$ cat config.mk
export PLATFORM = sky130hd
export DESIGN_NAME = nws_front
export DESIGN_NICKNAME = d
export VERILOG_FILES = /design/src/hw/rtl/nws_pkg.sv /design/src/hw/rtl/nws_front.sv
export SDC_FILE = /design/constraint.sdc
export NUM_CORES = 1
export LEC_CHECK = 0
export ABC_CLOCK_PERIOD_IN_PS = 3000
export BUFFER_PORTS_ARGS = -buffer_cell sky130_fd_sc_hd__buf_2
export CORE_MARGIN = 3
export CORE_UTILIZATION = 40
export CTS_BUF_LIST = sky130_fd_sc_hd__clkbuf_8
export CTS_CLUSTER_DIAMETER = 200
export DETAILED_ROUTE_END_ITERATION = 7
export GPL_TIMING_DRIVEN = 1
export HOLD_SLACK_MARGIN = 0.03
export PLACE_DENSITY_LB_ADDON = 0.08
export SYNTH_ARGS = -nofsm -noshare
export SYNTH_HDL_FRONTEND = slang
export SYNTH_SLANG_ARGS = --single-unit
$ cat constraint.sdc
create_clock -name clk -period 3 [get_ports clk]
set_clock_uncertainty 0.1 [all_clocks]
set_input_delay 0.6 -clock clk [delete_from_list [all_inputs] [get_ports clk]]
set_output_delay 0.6 -clock clk [all_outputs]
set_load 0.05 [all_outputs]
$ cat src/hw/rtl/nws_pkg.sv
// ----------------------------------------------------------------------------
// nws_pkg
// types and codes shared by the nearest waypoint search block
// ----------------------------------------------------------------------------
package nws_pkg;

  localparam logic [2:0] OP_ADD   = 3'd0;
  localparam logic [2:0] OP_SET   = 3'd1;
  localparam logic [2:0] OP_REM   = 3'd2;
  localparam logic [2:0] OP_NEAR  = 3'd3;
  localparam logic [2:0] OP_READ  = 3'd4;

  localparam logic [1:0] ST_OK        = 2'd0;
  localparam logic [1:0] ST_NOT_FOUND = 2'd1;
  localparam logic [1:0] ST_FULL      = 2'd2;

  typedef struct packed {
    logic [2:0]         operation;
    logic [15:0]        wp_id;
    logic signed [15:0] pos_x;
    logic signed [15:0] pos_y;
    logic signed [15:0] pos_z;
  } in_item_t;

  typedef struct packed {
    logic [1:0]         status;
    logic [15:0]        result_id;
    logic signed [15:0] result_x;
    logic signed [15:0] result_y;
    logic signed [15:0] result_z;
  } out_item_t;

endpackage

$ cat src/hw/rtl/nws_front.sv
// ----------------------------------------------------------------------------
// nws_front
// accepts items, classifies them and holds them in a short queue
// ----------------------------------------------------------------------------
module nws_front #(
  parameter int DEPTH = 2
) (
  input  logic              clk,
  input  logic              rst,
  input  logic              in_valid,
  output logic              in_stall,
  input  nws_pkg::in_item_t in_item,
  output logic              q_valid,
  input  logic              q_take,
  output nws_pkg::in_item_t q_item,
  output logic              q_is_near
);
  import nws_pkg::*;

  localparam int AW = (DEPTH > 1) ? $clog2(DEPTH) : 1;

  in_item_t    mem [DEPTH];
  logic        near_flag [DEPTH];
  logic [AW-1:0] wp, rp;
  logic [AW:0]   count;
  logic          push, pop;

  assign in_stall  = (count == (AW+1)'(DEPTH));
  assign push      = in_valid && !in_stall;
  assign q_valid   = (count != '0);
  assign pop       = q_take && q_valid;
  assign q_item    = mem[rp];
  assign q_is_near = near_flag[rp];

  always_ff @(posedge clk) begin
    if (push) begin
      mem[wp]       <= in_item;
      near_flag[wp] <= (in_item.operation == OP_NEAR);
    end
  end

  always_ff @(posedge clk) begin
    if (rst) begin
      wp    <= '0;
      rp    <= '0;
      count <= '0;
    end else begin
      if (push) wp <= (wp == AW'(DEPTH-1)) ? '0 : wp + 1'b1;
      if (pop)  rp <= (rp == AW'(DEPTH-1)) ? '0 : rp + 1'b1;
      count <= count + (AW+1)'(push) - (AW+1)'(pop);
    end
  end
endmodule

==> results.cfg, run 1 <==
[outcome]
status = complete, no violations

[setup_path]
crit-reg2reg-launch = count[0]
critPathCaptureType = primary output
cp.buffers_inverters = 2
r2r_end = mem[0][49]
worst_r2r_path_depth = 5
worst_path_largest_cell_delay_ns = 0.55
critical_path_launch_point_type = flip-flop
cp_data_required_time_ns = 2.30
timing.critical_path.cells = buf_12 > mux2_2 > buf_2
critical_path.top_delay_family = flip-flops
setup.worst_path.class = reg -> out
crit_arrival_ns = 1.88
timing.critical_path.depth = 3
crit_slowest_cell = dfxtp_4
worst-r2r-setup-slack_ns = 1.13
worst-path-max-fanout = 33
endpoint = q_item[56]

[global_route]
overflow = 0
pin_count_of_the_biggest_net_entering_global_routing = 37
track_usage_pct = 13.1
grt_pass1_wl_um = 14000
grt_antenna_before_repair = 1
vias_in_the_first_global_route = 2761

[route]
drt-wirelength-per-cell_um = 15.7
antenna_left = 0
drc = 0
drt_pre_antenna_iters = 4
finalWirelength_um = 9140
via_per_inst = 4.54
dr.first_iter.drc_count = 168
dr_total_vias = 2644

[floorplan]
area_of_the_core_mm2 = 0.0127
initial_utilization_pct = 41.2
die_h_um = 120
die_area_mm2 = 0.0145
placementRows = 41
fp.dieW_um = 120
io_pins = 141

[sta]
setup-tns-final_ns = 0
rsz0062_at_grt = no
drv_slew = 0
layout_min_cycle_time_ns = 2.58
report.final.setup_viol = 0
max-slew-margin-rel_pct = 66.3
max_frequency_ghz = 0.388
final_min_period_over_clock_period_pct = 85.8
hold_ws_ns = 0.255
hold_violations = 0
worstMarginPinSlew_ns = 0.505

[synth]
synthesized_area_fraction_occupied_by_adder_cells_pct = 0.478
post_synth_num_cell_types = 24
synth-simple-area-share_pct = 1.29
yosysWarnings = 0
synth_edf_count = 136
yosys_register_bits = 141
synthXorXnorAreaFrac_pct = 0.334
mappedNetlistNets = 314
seq_area_frac_synth_pct = 79.8
avgSynthCellArea_um2 = 21.7
dominant_combinational_cell_family_by_area_after_synthesis = multiplexers
syn-instance-count = 241
ys_dominant_reg_cell = edfxtp_1
synth_compound_gate_area_share_pct = 0.334
yosys-mux-area-fraction_pct = 16.0
synthesis.area_mm2 = 0.00524
postSynth.asyncResetShare_pct = 0

[place]
port_buffers = 140
half_perimeter_wire_length_after_detailed_placement_um = 6040
place_congestion = 0.734
dpl.cell_count = 551

[clock_tree]
post_cts_resized = 0
root_buffer = clkbuf_8
cts_setup_buffers = 0
worstSkewPairLatency_ns = 0.43
clk_pin_slew_worst_paths_ns = 0.07
h_tree_depth = 4
numCtsBuffers = 17
tritoncts_clock_tree = done
ctsHoldBuffers = 0
clk_path_buf_depth = 2
clock_sink_count = 141

[flow_run]
drv_cap = 0

[power_and_ir_drop]
p_leak_uw = 0.00250
power_per_cell_area_mw_per_mm2 = 991
vdd_ir_drop_max_uv = 549

[finish]
n_antenna_cell = 0
final_nets = 471
instances_no_fill = 583
areaGrowthSynthToFinish_pct = 24.3
share_of_post_route_cells_with_drive_strength_above_1_pct = 59.4

[worst_hold_path]
timing.hold.worst.class = in -> reg
synthesized netlist by cell type, types with 2 or more instances:
cell	number	area share, %
buf_2	4	0.38
buf_6	2	0.43
buf_8	2	0.57
dfxtp_1	5	1.9
edfxtp_1	136	78
ha_1	2	0.48
inv_1	3	0.21
mux2_2	48	10
mux2_4	20	5.7
nand2_1	2	0.14
nor2_1	4	0.29
kinds of logic (layout without fill, tap and decap cells):
kind of cell             Yosys count  count (layout)
flip-flops                       141             141
multiplexers                      68              68
buffers and inverters             12             182
adder cells (fa/ha/maj)            2               2
AND/OR/NAND/NOR                   13              13
AO/OA/AOI/OAI                      3               3
XOR/XNOR                           2               2
layout by cell type (no fill, tap or decap):
master	count
buf_2	140
buf_12	2
nor2_1	4
or2_2	1
o21a_1	1
dfxtp_1	4
inv_2	2
mux2_2	48
a21oi_1	1
xor2_1	1
bufinv_16	2
dfxtp_4	1
o21ai_0	1
nand2b_2	1
nor3_1	1
xnor2_1	1
or3_1	1
nor2b_1	1
and2_1	1
edfxtp_1	136
ha_1	2
mux2_4	20
inv_1	6
clkinv_2	5
nand2_1	2
buf_4	4
clkinv_1	4
and3_4	1
clkbuf_8	17
power by group:
part	switching [uW]	leakage [uW]	internal, uW
Combinational	1740	0.000995	738
Clock	638	0.000198	705
Sequential	117	0.00131	2510
Total	2500	0.00250	3950
metal layers:
metal	vias up	wire length [um]	global-route usage, %
li1	1256	-	-
met4	2	231	6.94
met3	21	738	5.52
met2	97	4530	21.0
met1	1268	3640	15.0
met5	-	7	0
how the worst min path moves through the flow:
stage | start | end | slack [ns] | cells past startpoint
finish | in_item[25] | mem[0][25] | 0.26 | 1
global route | in_item[25] | mem[0][25] | 0.21 | 1
CTS | in_item[22] | mem[0][22] | 0.21 | 1
detailed placement | wp | wp | 0.38 | 2
global placement | wp | wp | 0.38 | 2
floorplan | wp | wp | 0.35 | 2
cell type report:
class / instances / area (um^2)
fill: 1142 / 6210
timing repair buffer: 146 / 771
clock inverter: 15 / 115
sequential: 141 / 4190
clock buffer: 17 / 234
multi-input combinational: 88 / 973
tap: 172 / 215
inverter: 4 / 15.0
flip-flops by register name, indices dropped and copies added (netlist names), named ones only:
register and cells:
rp 1, mem 134, wp 1, count 2, near_flag 2
through the flow:
step	setup WS (ns)	utilization, %	power (uW)	cell area [um^2]
4_1_cts	0.356	51.2	6540	6510
3_3_place_gp	0.856	48.4	5180	6160
5_1_grt	0.315	51.2	6760	6510
3_5_place_dp	0.855	48.4	5190	6160
2_1_floorplan	0.156	-	4690	5240
6_report	0.425	51.2	6450	6510
Power figures use the tool's default switching activity.
==> run 2, diff against run 1 <==
--- a/config.mk
+++ b/config.mk
@@ -14,7 +14,9 @@
 export DETAILED_ROUTE_END_ITERATION = 7
 export GPL_TIMING_DRIVEN = 1
 export HOLD_SLACK_MARGIN = 0.03
-export PLACE_DENSITY_LB_ADDON = 0.08
+export PLACE_DENSITY = 0.66
+export REMOVE_ABC_BUFFERS = 1
 export SYNTH_ARGS = -nofsm -noshare
 export SYNTH_HDL_FRONTEND = slang
 export SYNTH_SLANG_ARGS = --single-unit
+export TNS_END_PERCENT = 1
==> run 2 against run 1 <==
Effect of this change:
- maximum frequency is 0.55% lower
- cell count is 0.17% lower
- hold slack worse by 0.0067 ns
- cell area is 1.9% higher
- first-iteration DRC count is 27% lower
- largest cell class unchanged
- sequential power is 2% lower
==> results.cfg, run 2 (synthesis gave the netlist of run 1 again) <==
[outcome]
status = complete, no violations

[sta]
rsz0062_at_grt = no
drv_slew = 0
worstMarginPinSlew_ns = 0.579
fin_ws_ns = 0.410
report.final.setup_viol = 0
hold_violations = 0
layout_min_cycle_time_ns = 2.59
max-slew-margin-rel_pct = 61.4
final_min_period_over_clock_period_pct = 86.3
max_frequency_ghz = 0.386

[clock_tree]
numCtsBuffers = 17
tritoncts_clock_tree = done
clock_sink_count = 141
ctsHoldBuffers = 0
cts_setup_buffers = 0
worstSkewPairLatency_ns = 0.43
h_tree_depth = 4
post_cts_resized = 0
clk_path_buf_depth = 2
clk_pin_slew_worst_paths_ns = 0.08
root_buffer = clkbuf_8

[floorplan]
die_area_mm2 = 0.0145
area_of_the_core_mm2 = 0.0127
placementRows = 41
initial_utilization_pct = 41.2
io_pins = 141
fp.dieW_um = 120
die_h_um = 120

[global_route]
groute.layer.met3.usage_pct = 6.22
pin_count_of_the_biggest_net_entering_global_routing = 45
grt_antenna_before_repair = 0
overflow = 0
vias_in_the_first_global_route = 2771
grt_most_used_layer = met2
track_usage_pct = 12.9
grtUsageMet1_pct = 15.0
globalRouteMet2Util_pct = 20.2
grt_pass1_wl_um = 13800

[finish]
most_common_cell_after_layout_fill_and_taps_aside = buf_2
n_antenna_cell = 0
registers.top_by_ff_count = mem
biggest_registers_after_layout = mem x134, count x2, near_flag x2
share_of_post_route_cells_with_drive_strength_above_1_pct = 61.0
largest_register_ffs = 134
instances_no_fill = 582
final_cell_mix = buf_2, edfxtp_1, mux2_2
areaGrowthSynthToFinish_pct = 26.6
final_nets = 470

[setup_path]
critical_path.top_delay_family = buffers and inverters
cp.buffers_inverters = 2
critical_path_launch_point_type = flip-flop
setup.worst_path.class = reg -> out
timing.critical_path.cells = buf_4 > mux2_2 > buf_2
cp_data_required_time_ns = 2.30
crit-reg2reg-launch = count[0]
worst-r2r-setup-slack_ns = 1.19
critPathCaptureType = primary output
crit_slowest_cell = buf_4
worst_path_largest_cell_delay_ns = 0.47
crit_arrival_ns = 1.89
worst-path-max-fanout = 37

[place]
dp_slack_ns = 0.840
half_perimeter_wire_length_after_detailed_placement_um = 5820
place_congestion = 0.689
dpl.cell_count = 550
port_buffers = 140

[route]
finalWirelength_um = 8910
drc = 0
drt_pre_antenna_iters = 4
antenna_left = 0
dr_total_vias = 2676
via_per_inst = 4.60
drt-wirelength-per-cell_um = 15.3
dr.first_iter.drc_count = 123

[power_and_ir_drop]
share_comb_of_total_power_pct = 36.7
power.share.clock_pct = 25.8
switching_power_uw = 2560
p_seq_share_pct = 37.5
p_leak_uw = 0.00253
power.total_uw = 6880
vdd_ir_drop_max_uv = 497
power_per_cell_area_mw_per_mm2 = 1040
p_sw_share_pct = 37.2
power.internal_uw = 4310

[worst_hold_path]
min-delay-start = in_item[10]
timing.hold.worst.class = in -> reg

[flow_run]
drv_cap = 0
==> run 2: metrics by stage <==
stage | TNS (ns) | utilization (%) | hold slack, ns | area (um^2)
after CTS | 0 | 52.1 | 0.198 | 6630
after global placement | 0 | 48.4 | 0.374 | 6150
after detailed placement | 0 | 48.4 | 0.390 | 6150
after global routing | 0 | 52.1 | 0.194 | 6630
after floorplan | -20.65 | - | 0.352 | 5170
final | 0 | 52.1 | 0.248 | 6630
==> run 2: final timing paths <==
check | endpoint | cells past startpoint
hold reg to reg | wp | 2
hold / removal | mem[1][10] | 1
setup reg to reg | mem[1][32] | 3
setup / recovery | q_item[64] | 3
==> run 2: per-layer routing <==
metal	routed length, um	share of wire, %
met2	4300	48
met5	0	0
met1	3730	42
met3	725	8.1
met4	153	1.7
==> run 2: final cells by class <==
cell class	count	area, um^2
Clock inverter	15	245
Fill cell	1101	6090
Sequential cell	141	4190
Tap cell	172	215
Timing Repair Buffer	145	763
Inverter	4	15.0
Multi-Input combinational cell	88	973
Clock buffer	17	234
==> run 2: worst reg2reg max path, stage by stage (launching register included) <==
cell      delay [ns]
dfxtp_1         0.37
nand2b_2        0.16
and3_4          0.56
buf_12          0.31
==> run 2: power by group through the flow <==
stage | clock (uW) | combinational, uW | sequential [uW]
after floorplan | 0 | 1930 | 2720
after global placement | 0 | 2550 | 2610
after detailed placement | 0 | 2560 | 2630
after CTS | 1830 | 2570 | 2580
after global routing | 1910 | 2650 | 2610
final | 1770 | 2520 | 2580
==> run 3, diff against run 2 <==
--- a/config.mk
+++ b/config.mk
@@ -5,16 +5,16 @@
 export SDC_FILE = /design/constraint.sdc
 export NUM_CORES = 1
 export LEC_CHECK = 0
-export ABC_CLOCK_PERIOD_IN_PS = 3000
-export BUFFER_PORTS_ARGS = -buffer_cell sky130_fd_sc_hd__buf_2
+export ABC_CLOCK_PERIOD_IN_PS = 2600
 export CORE_MARGIN = 3
 export CORE_UTILIZATION = 40
 export CTS_BUF_LIST = sky130_fd_sc_hd__clkbuf_8
 export CTS_CLUSTER_DIAMETER = 200
 export DETAILED_ROUTE_END_ITERATION = 7
+export DONT_BUFFER_PORTS = 1
 export GPL_TIMING_DRIVEN = 1
 export HOLD_SLACK_MARGIN = 0.03
-export PLACE_DENSITY = 0.66
+export PLACE_DENSITY = 0.54
 export REMOVE_ABC_BUFFERS = 1
 export SYNTH_ARGS = -nofsm -noshare
 export SYNTH_HDL_FRONTEND = slang
==> constraint.sdc (replaced) <==
create_clock -name clk -period 2.6 [get_ports clk]
set_clock_uncertainty 0.1 [all_clocks]
set_input_delay 0.52 -clock clk [delete_from_list [all_inputs] [get_ports clk]]
set_output_delay 0.52 -clock clk [all_outputs]
set_load 0.05 [all_outputs]
==> run 3 against run 2 <==
Effect of this change:
- cell area fell by 12%
- sequential share of layout area increased by 8.3 points
- first-iteration DRC count fell by 27%
- count of clock-buffer cells in the layout stayed put
- utilization decreased by 6.0 points
- via count down 19%
- clock power is 18% lower
- cell count fell by 23%
- global-route usage fell by 0.29 points
- register-to-register slack worse by 0.46 ns
- sequential power rose by 17%
- critical endpoint is now q_item[23]
- largest cell class unchanged
==> results.cfg, run 3 (synthesis gave the netlist of run 1 again) <==
[sta]
fin_ws_ns = 0.241
layout_min_cycle_time_ns = 2.36
max-slew-margin-rel_pct = 70.7
rsz0062_at_grt = no
hold_violations = 0
final_min_period_over_clock_period_pct = 90.7
worstMarginPinSlew_ns = 0.440
report.final.setup_viol = 0
max_frequency_ghz = 0.424
drv_slew = 0
setup-tns-final_ns = 0

[finish]
share_of_post_route_cells_with_drive_strength_above_1_pct = 37.8
multiInputGateArea_um2 = 973
biggest_registers_after_layout = mem x134, count x2, near_flag x2
count_of_filler_cells_inserted_in_the_layout = 1133
areaGrowthSynthToFinish_pct = 11.9
most_common_cell_after_layout_fill_and_taps_aside = edfxtp_1
registers.top_by_ff_count = mem
final_cell_mix = edfxtp_1, mux2_2, mux2_4
largest_register_ffs = 134
layout.area.seq_mm2 = 0.00419
n_antenna_cell = 0
final_nets = 338

[clock_tree]
cts_setup_buffers = 0
worstSkewPairLatency_ns = 0.43
h_tree_depth = 4
clk_pin_slew_worst_paths_ns = 0.07
ctsHoldBuffers = 1
numCtsBuffers = 17
post_cts_resized = 0
clk_path_buf_depth = 2
tritoncts_clock_tree = done
clock_sink_count = 141
root_buffer = clkbuf_8

[floorplan]
die_area_mm2 = 0.0145
initial_utilization_pct = 41.2
fp.dieW_um = 120
die_h_um = 120
placementRows = 41
area_of_the_core_mm2 = 0.0127
io_pins = 141

[power_and_ir_drop]
p_leak_uw = 0.00198
power.total_uw = 7050
power_per_cell_area_mw_per_mm2 = 1200
vdd_ir_drop_max_uv = 453

[place]
port_buffers = 0
place_congestion = 0.661
half_perimeter_wire_length_after_detailed_placement_um = 5450
dp_slack_ns = 0.671

[route]
via_per_inst = 4.80
finalWirelength_um = 8550
dr.first_iter.drc_count = 90
drc = 0
drt-wirelength-per-cell_um = 19.0
antenna_left = 0
drt_pre_antenna_iters = 4
dr_total_vias = 2162

[setup_path]
crit_arrival_ns = 1.74
setup.worst_path.class = reg -> out
cp_data_required_time_ns = 1.98
worst-path-max-fanout = 29
critPathCaptureType = primary output
critical_path_launch_point_type = flip-flop

[global_route]
vias_in_the_first_global_route = 2287
grt_antenna_before_repair = 0
track_usage_pct = 12.6
globalRouteMet2Util_pct = 18.1
grt_most_used_layer = met2
groute.layer.met3.usage_pct = 7.67
pin_count_of_the_biggest_net_entering_global_routing = 52
grt_pass1_wl_um = 13100
overflow = 0
grtUsageMet1_pct = 14.3

[flow_run]
drv_cap = 0

[worst_hold_path]
timing.hold.worst.class = in -> reg

[outcome]
status = complete, no violations
## run 3: metal layers
metal / up-vias / routed length [um]
met5: - / 0
met4: 0 / 184
met3: 12 / 1080
met2: 100 / 3990
met1: 1061 / 3300
li1: 989 / -
## run 3: final timing paths
path               startpoint  slack (ns)  cells after the start    endpoint
hold / removal    in_item[62]        0.08                      0  mem[1][62]
hold reg to reg            wp        0.40                      2          wp
setup reg to reg     count[0]        0.73                      5   mem[0][8]
setup / recovery    flip-flop        0.24                      2  q_item[23]
## run 3: area by class of cell
class | instances | area share, %
multi-input combinational | 88 | 16.6
tap | 172 | 3.67
clock inverter | 15 | 1.58
timing repair buffer | 13 | 2.52
inverter | 4 | 0.256
clock buffer | 17 | 3.99
sequential | 141 | 71.4
## run 3: power breakdown
part / internal [uW] / switching [uW]
Sequential: 2900 / 122
Clock: 717 / 740
Combinational: 636 / 1940
Total: 4250 / 2810
## run 3: worst max-delay path: stages, from the launching register on
cell and delay, ns:
dfxtp_4 0.53, buf_12 0.25, mux2_2 0.49
## run 3: through the flow
| step | cell area [um^2] | utilization [%] | hold WS, ns | instances |
|---|---|---|---|---|
| detailed placement | 5490 | 43.1 | 0.375 | 413 |
| global route | 5870 | 46.1 | 0.0300 | 450 |
| floorplan | 5170 | - | 0.352 | 233 |
| CTS | 5830 | 45.8 | 0.0302 | 446 |
| finish | 5870 | 46.1 | 0.0783 | 450 |
| global placement | 5490 | 43.1 | 0.368 | 413 |
